<file path="src/rtl/pcr_pkg.sv">
`default_nettype none

package pcr_pkg;

    localparam int ChanW = 16;

    typedef enum logic [1:0] {
        RED_AVG  = 2'd0,
        RED_MIN  = 2'd1,
        RED_MAX  = 2'd2,
        RED_TERR = 2'd3
    } t_reduce_mode;

    typedef enum logic [1:0] {
        ALPHA_MUL  = 2'd0,
        ALPHA_ADD  = 2'd1,
        ALPHA_SUB  = 2'd2,
        ALPHA_NONE = 2'd3
    } t_alpha_mode;

    // configuration register indexes
    localparam logic [7:0] CFG_CHANNEL_COUNT = 8'd0;
    localparam logic [7:0] CFG_WIDE_CHANNELS = 8'd1;
    localparam logic [7:0] CFG_REDUCE_MODE   = 8'd2;
    localparam logic [7:0] CFG_ALPHA_MODE    = 8'd3;
    localparam logic [7:0] CFG_CHANNEL_MASK  = 8'd4;

    localparam logic [2:0] FOUR_CHANNELS = 3'd4;

    // sum / 3 as (sum * ceil(2^19 / 3)) >> 19, exact for sums below 2^19
    localparam logic [17:0] AVG_RECIP_3 = 18'd174763;
    localparam int          AvgShift    = 19;

    // terrarium offset of 32768 in 1/256 units, and the point below which
    // the truncated value turns negative
    localparam logic [32:0] TERR_OFFSET    = 33'd8388608;
    localparam logic [32:0] TERR_NEG_LIMIT = 33'd8388353;
    localparam logic [24:0] TERR_BIAS      = 25'd32768;

endpackage

`default_nettype wire

</file>
<file path="src/rtl/pixel_channel_reduce.sv">
// Reduces one pixel of 2 or 4 unsigned channels (8 or 16 bits each) to a single channel
// value: average, minimum or maximum of the active R/G/B channels, or the terrarium
// elevation decode R*256+G+B/256-32768, followed by an optional alpha multiply,
// saturating add or saturating subtract. The datapath is a seven-stage pipeline that
// takes one pixel per clock unless stalled; each result is presented from the output
// register and leaves when the output is not stalled. The depth comes from the
// divide-by-three multiply of the average and the alpha multiply with its reciprocal
// divide-by-full-scale, each given stages of its own. A stalled output holds only the
// stages that are full, so empty stages still take new pixels. Configuration writes
// are always ready and must be made while the pipeline is empty.
`default_nettype none

module pixel_channel_reduce
    import pcr_pkg::*;
(
    input  wire logic               i_clk,
    input  wire logic               i_rst_n,

    input  wire logic               i_cfg_valid,
    output logic                    o_cfg_ready,
    input  wire logic [7:0]         i_cfg_index,
    input  wire logic [3:0]         i_cfg_data,

    input  wire logic               i_valid,
    output logic                    o_stall,
    input  wire logic [ChanW-1:0]   i_red_value,
    input  wire logic [ChanW-1:0]   i_green_value,
    input  wire logic [ChanW-1:0]   i_blue_value,
    input  wire logic [ChanW-1:0]   i_alpha_value,

    output logic                    o_valid,
    input  wire logic               i_stall,
    output logic [ChanW-1:0]        o_reduced_value,
    output logic                    o_rgb_missing,
    output logic                    o_clipped
);

    // configuration registers
    logic [2:0]   r_channel_count;
    logic         r_wide;
    t_reduce_mode r_reduce_mode;
    t_alpha_mode  r_alpha_mode;
    logic [3:0]   r_channel_mask;

    assign o_cfg_ready = 1'b1;

    always_ff @(posedge i_clk) begin
        if (!i_rst_n) begin
            r_channel_count <= FOUR_CHANNELS;
            r_wide          <= 1'b0;
            r_reduce_mode   <= RED_AVG;
            r_alpha_mode    <= ALPHA_NONE;
            r_channel_mask  <= 4'hF;
        end else if (i_cfg_valid) begin
            unique case (i_cfg_index)
                CFG_CHANNEL_COUNT: r_channel_count <= i_cfg_data[2:0];
                CFG_WIDE_CHANNELS: r_wide          <= i_cfg_data[0];
                CFG_REDUCE_MODE:   r_reduce_mode   <= t_reduce_mode'(i_cfg_data[1:0]);
                CFG_ALPHA_MODE:    r_alpha_mode    <= t_alpha_mode'(i_cfg_data[1:0]);
                CFG_CHANNEL_MASK:  r_channel_mask  <= i_cfg_data;
                default: begin
                end
            endcase
        end
    end

    logic [ChanW-1:0] full;
    logic             four;
    logic             act_r;
    logic             act_g;
    logic             act_b;

    assign full  = r_wide ? 16'hFFFF : 16'h00FF;
    assign four  = (r_channel_count == FOUR_CHANNELS);
    assign act_r = r_channel_mask[0];
    assign act_g = r_channel_mask[1];
    assign act_b = r_channel_mask[2] && four;

    // stage valid bits and per-stage advance
    logic r_v1, r_v2, r_v3, r_v4, r_v5, r_v6, r_v7;
    logic en1, en2, en3, en4, en5, en6, en7;

    assign en7 = !r_v7 || !i_stall;
    assign en6 = !r_v6 || en7;
    assign en5 = !r_v5 || en6;
    assign en4 = !r_v4 || en5;
    assign en3 = !r_v3 || en4;
    assign en2 = !r_v2 || en3;
    assign en1 = !r_v1 || en2;

    assign o_stall = !en1;

    always_ff @(posedge i_clk) begin
        if (!i_rst_n) begin
            r_v1 <= 1'b0;
            r_v2 <= 1'b0;
            r_v3 <= 1'b0;
            r_v4 <= 1'b0;
            r_v5 <= 1'b0;
            r_v6 <= 1'b0;
            r_v7 <= 1'b0;
        end else begin
            if (en1) r_v1 <= i_valid;
            if (en2) r_v2 <= r_v1;
            if (en3) r_v3 <= r_v2;
            if (en4) r_v4 <= r_v3;
            if (en5) r_v5 <= r_v4;
            if (en6) r_v6 <= r_v5;
            if (en7) r_v7 <= r_v6;
        end
    end

    // stage 1: samples cut to the channel width
    logic [ChanW-1:0] r1_r, r1_g, r1_b, r1_a;

    always_ff @(posedge i_clk) begin
        if (en1) begin
            r1_r <= i_red_value   & full;
            r1_g <= i_green_value & full;
            r1_b <= i_blue_value  & full;
            r1_a <= i_alpha_value & full;
        end
    end

    // stage 2: sum, count, min, max and the terrarium word
    logic [17:0]      n_sum;
    logic [1:0]       n_cnt;
    logic [ChanW-1:0] n_mn;
    logic [ChanW-1:0] n_mx;
    logic [32:0]      n_y;

    always_comb begin
        n_sum = 18'd0;
        n_cnt = 2'd0;
        n_mn  = full;
        n_mx  = '0;
        if (act_r) begin
            n_sum = n_sum + {2'b00, r1_r};
            n_cnt = n_cnt + 2'd1;
            if (r1_r < n_mn) n_mn = r1_r;
            if (r1_r > n_mx) n_mx = r1_r;
        end
        if (act_g) begin
            n_sum = n_sum + {2'b00, r1_g};
            n_cnt = n_cnt + 2'd1;
            if (r1_g < n_mn) n_mn = r1_g;
            if (r1_g > n_mx) n_mx = r1_g;
        end
        if (act_b) begin
            n_sum = n_sum + {2'b00, r1_b};
            n_cnt = n_cnt + 2'd1;
            if (r1_b < n_mn) n_mn = r1_b;
            if (r1_b > n_mx) n_mx = r1_b;
        end
        n_y = {1'b0, r1_r, 16'h0000} + {9'd0, r1_g, 8'h00} + {17'd0, r1_b};
    end

    logic [17:0]      r2_sum;
    logic [1:0]       r2_cnt;
    logic [ChanW-1:0] r2_mn, r2_mx, r2_a;
    logic [32:0]      r2_y;

    always_ff @(posedge i_clk) begin
        if (en2) begin
            r2_sum <= n_sum;
            r2_cnt <= n_cnt;
            r2_mn  <= n_mn;
            r2_mx  <= n_mx;
            r2_y   <= n_y;
            r2_a   <= r1_a;
        end
    end

    // stage 3: divide-by-three product and terrarium saturation
    logic [35:0]      n_prod;
    logic [24:0]      n_t;
    logic [ChanW-1:0] n_terr;
    logic             n_terr_clip;

    always_comb begin
        n_prod      = r2_sum * AVG_RECIP_3;
        n_t         = r2_y[32:8] - TERR_BIAS;
        n_terr      = '0;
        n_terr_clip = 1'b0;
        if (r2_y < TERR_NEG_LIMIT) begin
            n_terr_clip = 1'b1;
        end else if (r2_y < TERR_OFFSET) begin
            // between -1 and 0 truncates to zero without clipping
            n_terr = '0;
        end else if (n_t > {9'd0, full}) begin
            n_terr      = full;
            n_terr_clip = 1'b1;
        end else begin
            n_terr = n_t[ChanW-1:0];
        end
    end

    logic [17:0]      r3_sum;
    logic [1:0]       r3_cnt;
    logic [35:0]      r3_prod;
    logic [ChanW-1:0] r3_mn, r3_mx, r3_terr, r3_a;
    logic             r3_terr_clip;

    always_ff @(posedge i_clk) begin
        if (en3) begin
            r3_sum       <= r2_sum;
            r3_cnt       <= r2_cnt;
            r3_prod      <= n_prod;
            r3_mn        <= r2_mn;
            r3_mx        <= r2_mx;
            r3_terr      <= n_terr;
            r3_terr_clip <= n_terr_clip;
            r3_a         <= r2_a;
        end
    end

    // stage 4: pick the reduction
    logic [ChanW-1:0] n_avg;
    logic [ChanW-1:0] n_val4;
    logic             n_clip4;
    logic             n_missing;
    logic             n_do_alpha;

    always_comb begin
        unique case (r3_cnt)
            2'd0:    n_avg = '0;
            2'd1:    n_avg = r3_sum[ChanW-1:0];
            2'd2:    n_avg = r3_sum[ChanW:1];
            default: n_avg = r3_prod[AvgShift+ChanW-1:AvgShift];
        endcase
        n_missing = 1'b0;
        n_clip4   = 1'b0;
        unique case (r_reduce_mode)
            RED_AVG: n_val4 = n_avg;
            RED_MIN: n_val4 = r3_mn;
            RED_MAX: n_val4 = r3_mx;
            default: begin
                if (!four || r_channel_mask[2:0] != 3'b111) begin
                    n_missing = 1'b1;
                    n_val4    = '0;
                end else begin
                    n_val4  = r3_terr;
                    n_clip4 = r3_terr_clip;
                end
            end
        endcase
        n_do_alpha = !n_missing && four && r_channel_mask[3] && (r_alpha_mode != ALPHA_NONE);
    end

    logic [ChanW-1:0] r4_val, r4_a;
    logic             r4_clip, r4_missing, r4_do_alpha;

    always_ff @(posedge i_clk) begin
        if (en4) begin
            r4_val      <= n_val4;
            r4_a        <= r3_a;
            r4_clip     <= n_clip4;
            r4_missing  <= n_missing;
            r4_do_alpha <= n_do_alpha;
        end
    end

    // stage 5: alpha product, saturating add and subtract
    logic [31:0]      n_p;
    logic [ChanW:0]   n_add;
    logic [ChanW-1:0] n_val5;
    logic             n_clip5;
    logic             n_mul;

    always_comb begin
        n_p     = r4_val * r4_a;
        n_add   = {1'b0, r4_val} + {1'b0, r4_a};
        n_val5  = r4_val;
        n_clip5 = r4_clip;
        n_mul   = 1'b0;
        if (r4_do_alpha) begin
            unique case (r_alpha_mode)
                ALPHA_MUL: n_mul = 1'b1;
                ALPHA_ADD: begin
                    if (n_add > {1'b0, full}) begin
                        n_val5  = full;
                        n_clip5 = 1'b1;
                    end else begin
                        n_val5 = n_add[ChanW-1:0];
                    end
                end
                ALPHA_SUB: begin
                    if (r4_a > r4_val) begin
                        n_val5  = '0;
                        n_clip5 = 1'b1;
                    end else begin
                        n_val5 = r4_val - r4_a;
                    end
                end
                default: begin
                end
            endcase
        end
    end

    logic [31:0]      r5_p;
    logic [ChanW-1:0] r5_val;
    logic             r5_clip, r5_missing, r5_mul;

    always_ff @(posedge i_clk) begin
        if (en5) begin
            r5_p       <= n_p;
            r5_val     <= n_val5;
            r5_clip    <= n_clip5;
            r5_missing <= r4_missing;
            r5_mul     <= n_mul;
        end
    end

    // stage 6: quotient estimate for p / (2^k - 1), low by at most one
    logic [32:0] n_qsum;
    logic [16:0] n_q;

    always_comb begin
        if (r_wide) begin
            n_qsum = {1'b0, r5_p} + {17'd0, r5_p[31:16]};
            n_q    = n_qsum[32:16];
        end else begin
            n_qsum = {1'b0, r5_p} + {9'd0, r5_p[31:8]};
            n_q    = {8'd0, n_qsum[16:8]};
        end
    end

    logic [31:0]      r6_p;
    logic [16:0]      r6_q;
    logic [ChanW-1:0] r6_val;
    logic             r6_clip, r6_missing, r6_mul;

    always_ff @(posedge i_clk) begin
        if (en6) begin
            r6_p       <= r5_p;
            r6_q       <= n_q;
            r6_val     <= r5_val;
            r6_clip    <= r5_clip;
            r6_missing <= r5_missing;
            r6_mul     <= r5_mul;
        end
    end

    // stage 7: remainder check and output register
    logic [33:0]      n_qd;
    logic [33:0]      n_rem;
    logic [16:0]      n_qf;
    logic [ChanW-1:0] n_out;

    always_comb begin
        // q * (2^k - 1) as a shift and subtract
        if (r_wide) begin
            n_qd = {1'b0, r6_q, 16'd0} - {17'd0, r6_q};
        end else begin
            n_qd = {9'd0, r6_q, 8'd0} - {17'd0, r6_q};
        end
        n_rem = {2'b00, r6_p} - n_qd;
        n_qf  = (n_rem >= {18'd0, full}) ? r6_q + 17'd1 : r6_q;
        n_out = r6_mul ? n_qf[ChanW-1:0] : r6_val;
    end

    logic [ChanW-1:0] r7_val;
    logic             r7_clip, r7_missing;

    always_ff @(posedge i_clk) begin
        if (en7) begin
            r7_val     <= n_out;
            r7_clip    <= r6_clip;
            r7_missing <= r6_missing;
        end
    end

    assign o_valid         = r_v7;
    assign o_reduced_value = r7_val;
    assign o_rgb_missing   = r7_missing;
    assign o_clipped       = r7_clip;

endmodule

`default_nettype wire
</file>
<file path="config.mk">
export PLATFORM = sky130hd
export DESIGN_NAME = pixel_channel_reduce
export DESIGN_NICKNAME = d
export VERILOG_FILES = /design/src/rtl/pcr_pkg.sv /design/src/rtl/pixel_channel_reduce.sv
export SDC_FILE = /design/constraint.sdc
export NUM_CORES = 2
export LEC_CHECK = 0
export BUFFER_PORTS_ARGS = -buffer_cell sky130_fd_sc_hd__buf_4
export CAP_MARGIN = 0
export CORE_MARGIN = 4
export CORE_UTILIZATION = 25
export DETAILED_ROUTE_END_ITERATION = 16
export HOLD_SLACK_MARGIN = 0.1
export PLACE_DENSITY_LB_ADDON = 0.1
export SYNTH_ARGS = -nofsm -noshare
export SYNTH_HDL_FRONTEND = slang
export SYNTH_SLANG_ARGS = --single-unit
</file>
<file path="constraint.sdc">
create_clock -name i_clk -period 10.9 [get_ports i_clk]
set_clock_uncertainty 0.1 [all_clocks]
set_input_delay 0.545 -clock i_clk [delete_from_list [all_inputs] [get_ports i_clk]]
set_output_delay 0.545 -clock i_clk [all_outputs]
set_load 0.005 [all_outputs]
</file>
==> flow_results.org <==
** Logic synthesis
- Cell with the most instances after synthesis :: sky130_fd_sc_hd__inv_1
- Synthesis-stage register bit count :: 456
- For this run, asynchronously set or reset flops after synthesis account for 0%.
- Cell taking the most area after synthesis :: sky130_fd_sc_hd__edfxtp_1
- Ranked by instance count, the synthesized netlist is headed by 585 x sky130_fd_sc_hd__inv_1, 512 x sky130_fd_sc_hd__ha_1, 437 x sky130_fd_sc_hd__edfxtp_1.
- Sequential area share after synthesis :: 32.3%
- A synthesized cell averages 10.3 sq um.
- The share of synthesized area in the top cell type comes to 31.4%.
- Post-synthesis net count :: 4,971
- Ranked by total cell area, the synthesized netlist is headed by sky130_fd_sc_hd__edfxtp_1 31%, sky130_fd_sc_hd__ha_1 15%, sky130_fd_sc_hd__fa_1 15%, sky130_fd_sc_hd__inv_1 5.2%, sky130_fd_sc_hd__nand2_1 2.7%.
- Synthesis Warnings :: 0
- Post-synthesis cell type count :: 99
- Main synth FF type :: sky130_fd_sc_hd__edfxtp_1
- Count of mapped cells out of synthesis :: 4,068
- The synthesized design contains 437 enable-type register cells.
- Area of the mapped netlist :: 41,800 sq um

** CTS
- In this run, CTS created clock tree buffers numbering 60.
- Post-CTS timing repair inserted 0 buffers for setup.
- The clock passes through at most 3 buffers.
- Clock tree synthesis selected as its root buffer the cell sky130_fd_sc_hd__clkbuf_16.
- CTS sink count :: ~460
- Clock slew at the register clock pins of the worst setup and hold paths :: 0.06 ns
- Number of buffers added to fix hold violations after cts :: 74
- At the later pin of the worst-skew pair, clock insertion delay measures 0.68 ns.
- After clock tree synthesis, the repair step resized 0 gates.
- TritonCTS built the clock tree.
- The clock tree synthesis step divided the H-tree into 2 levels.

** Place
- Number of buffers added on ports :: 100
- Total cell area at the placement stage :: 45,000 sq um
- Once detailed placement completed, the half-perimeter wirelength came to roughly 110,000 um.
- Inst Count DP :: 6,260
- Last weighted congestion value of the routability-driven placer :: 0.871

** Worst setup path
- The worst setup path is launched from a flop.
- Data required time at the worst endpoint :: 11.15 ns
- STA puts the critical path data arrival time at 8.21 ns.
- Category of the worst setup path capture point :: flop
- Worst setup path category :: reg -> reg
- In this run the worst path has a maximum fanout of 18.

** Layout
- Layout overhead on the synthesized area :: 14.2%
- After the last flow step, the layout net total stands at between 5,000 and 6,000.
- Summing all non-filler instances in the final layout gives an area of approximately 48,000 sq um.
- The number of antenna diodes in the final layout is 0.
- The finished layout holds 6,445 standard cells, fillers aside.
- Once layout is complete, the utilization of the core stands at 28.8%.
- Filler instances :: 17,400
- The sequential cells in the finished layout cover a total of 13,500 sq um.
- Multi-input logic area :: 25,500 sq um
- In the final layout, the share of cells above drive strength 1 is about 7.5%.

** Die
- Effective utilization at floorplan :: 25.3%
- # IOs :: 102
- Die height :: between 400 and 500 um
- The region available for standard cell placement spans 166,000 sq um.
- Number of rows in the core area :: approximately 150
- Die span in x :: 417 um
- Die Footprint :: 174,000 sq um

** Drt
- Across all layers, the routed design uses 29,500 vias.
- In the routed design, unresolved DRC markers number 0.
- WL per Instance :: around 21 um
- First-pass detailed-route iteration total :: 5
- The first routing iteration left around 1,600 violations.
- Wires add up to 133,000 um.
- Number of routed nets with antenna violations :: 0
- Detail-routed via count per cell :: 4.58

** STA
- The count of final max-slew check failures was 0.
- For this run, the top clock speed supported by timing is around 130 MHz.
- Final worst-path cycle share :: 73.0%
- The routed design could run at a clock period as short as between 7 and 8 ns.
- Setup total negative slack :: 0 ns
- Setup violations remaining at the end of the flow were counted as 0.
- Measured against its own limit, the worst slew margin works out to 23.9%.
- Slew at the pin closest to its max-slew limit :: roughly 1.1 ns
- Setup repair after global routing left no endpoint under its margin.
- Final number of hold-violating endpoints :: 0

** Global routing
- Pin count of the biggest net entering global routing :: between 60 and 70
- The first global-routing pass estimated ~200,000 um of wire.
- Via count of the first global-routing pass :: 31,300
- Global routing finished with a remaining overflow of 0.
- The number of antenna violations at the first check in global routing was 1.
- Total global-route track usage :: 15.3%

** Pwr
- IR analysis of the VDD net gives a maximum drop of 0.380 mV.
- P_leak :: 22.1 nW
- In this run the power density over the cells is 293 nW/um^2.

** Status
- Status :: complete, no violations

** Flow run
- Number of max-capacitance violations reported :: 0

** Worst hold path
- Type of the tightest min-delay check :: in -> reg
-- kinds of logic (layout without fill, tap and decap cells) --
kind of cell,Yosys count,count (layout),synth area share [%]
other,1,1,0.00896
buffers and inverters,728,916,6.80
DFF,456,456,32.3
muxes,120,120,3.00
and+or+nand+nor,1030,1030,12.4
AOI/OAI and AO/OA,727,727,11.5
adders and majority gates,822,822,30.2
xor gates and xnor gates,184,184,3.85
-- through the flow --
step	hold slack, ns	setup WS (ns)	power, mW
3_5_place_dp	0.305	2.96	12.2
3_3_place_gp	0.301	3.00	12.3
6_report	0.225	2.95	14.0
2_1_floorplan	0.300	2.12	9.50
4_1_cts	0.154	2.85	14.4
5_1_grt	0.186	2.57	15.7
-- cell type report --
cell class | count | area share [%]
Sequential cell | 456 | 28.3
Clock buffer | 74 | 3.25
Tap cell | 2189 | 5.74
Inverter | 590 | 4.64
Timing Repair Buffer | 215 | 3.77
Multi-Input combinational cell | 2884 | 53.4
Clock inverter | 37 | 0.870
-- final timing paths --
check	cells past startpoint	endpoint	slack, ns	startpoint
setup reg to reg	23	r5_p[31]	2.95	r4_val[7]
hold reg to reg	0	r6_val[15]	0.30	r5_val[15]
setup / recovery	23	r5_p[31]	2.95	r4_val[7]
hold / removal	4	r_reduce_mode[0]	0.22	i_cfg_index[2]
-- metal layers --
metal  vias up  routed length (um)  track usage (%)
met5         -                   0                0
met3       116                3580             1.37
met1     14500               62700             20.9
met4         0                2030             2.84
met2       472               65100             26.6
li1      14400                   -                -
-- placed cells by master (no fill, tap or decap), types with 57 or more instances in the layout --
master,instances
sky130_fd_sc_hd__nor3_1,62
sky130_fd_sc_hd__a21oi_1,187
sky130_fd_sc_hd__and2_1,138
sky130_fd_sc_hd__clkbuf_16,60
sky130_fd_sc_hd__a21o_1,84
sky130_fd_sc_hd__xor2_1,57
sky130_fd_sc_hd__nand2_1,302
sky130_fd_sc_hd__buf_4,141
sky130_fd_sc_hd__xnor2_1,127
sky130_fd_sc_hd__mux2i_1,79
sky130_fd_sc_hd__dlygate4sd3_1,74
sky130_fd_sc_hd__inv_1,583
sky130_fd_sc_hd__edfxtp_1,437
sky130_fd_sc_hd__nand3_1,66
sky130_fd_sc_hd__ha_1,512
sky130_fd_sc_hd__o21ai_0,152
sky130_fd_sc_hd__nor2_1,202
sky130_fd_sc_hd__fa_1,310
-- registers in the layout, indices dropped and copies added (netlist names), 17 cells and up --
name	count
r2_y	33
r5_p	32
r6_p	32
r2_sum	18
r3_sum	17
r6_q	17
-- critical path, cell delays in order, from the launching register on --
cell and delay, ns:
sky130_fd_sc_hd__edfxtp_1 1.04, sky130_fd_sc_hd__ha_1 0.33, sky130_fd_sc_hd__inv_1 0.10, sky130_fd_sc_hd__fa_1 0.49
sky130_fd_sc_hd__inv_1 0.05, sky130_fd_sc_hd__fa_1 0.49, sky130_fd_sc_hd__inv_1 0.05, sky130_fd_sc_hd__fa_1 0.47
sky130_fd_sc_hd__inv_1 0.06, sky130_fd_sc_hd__fa_1 0.53, sky130_fd_sc_hd__inv_1 0.05, sky130_fd_sc_hd__fa_1 0.52
sky130_fd_sc_hd__inv_1 0.05, sky130_fd_sc_hd__fa_1 0.47, sky130_fd_sc_hd__ha_1 0.26, sky130_fd_sc_hd__nor3_1 0.21
sky130_fd_sc_hd__o311ai_0 0.24, sky130_fd_sc_hd__and3_1 0.27, sky130_fd_sc_hd__o31ai_1 0.64, sky130_fd_sc_hd__a211oi_1 0.24
sky130_fd_sc_hd__or3_1 0.43, sky130_fd_sc_hd__a31o_2 0.24, sky130_fd_sc_hd__a21oi_1 0.16, sky130_fd_sc_hd__xnor2_1 0.09
-- report_power, final --
group	leakage [nW]	switching, mW	internal, mW
combinational	16.0	5.29	3.99
sequential	5.16	0.329	2.40
clock	0.951	0.836	1.16
No activity file was read; power rests on OpenSTA's default activity.
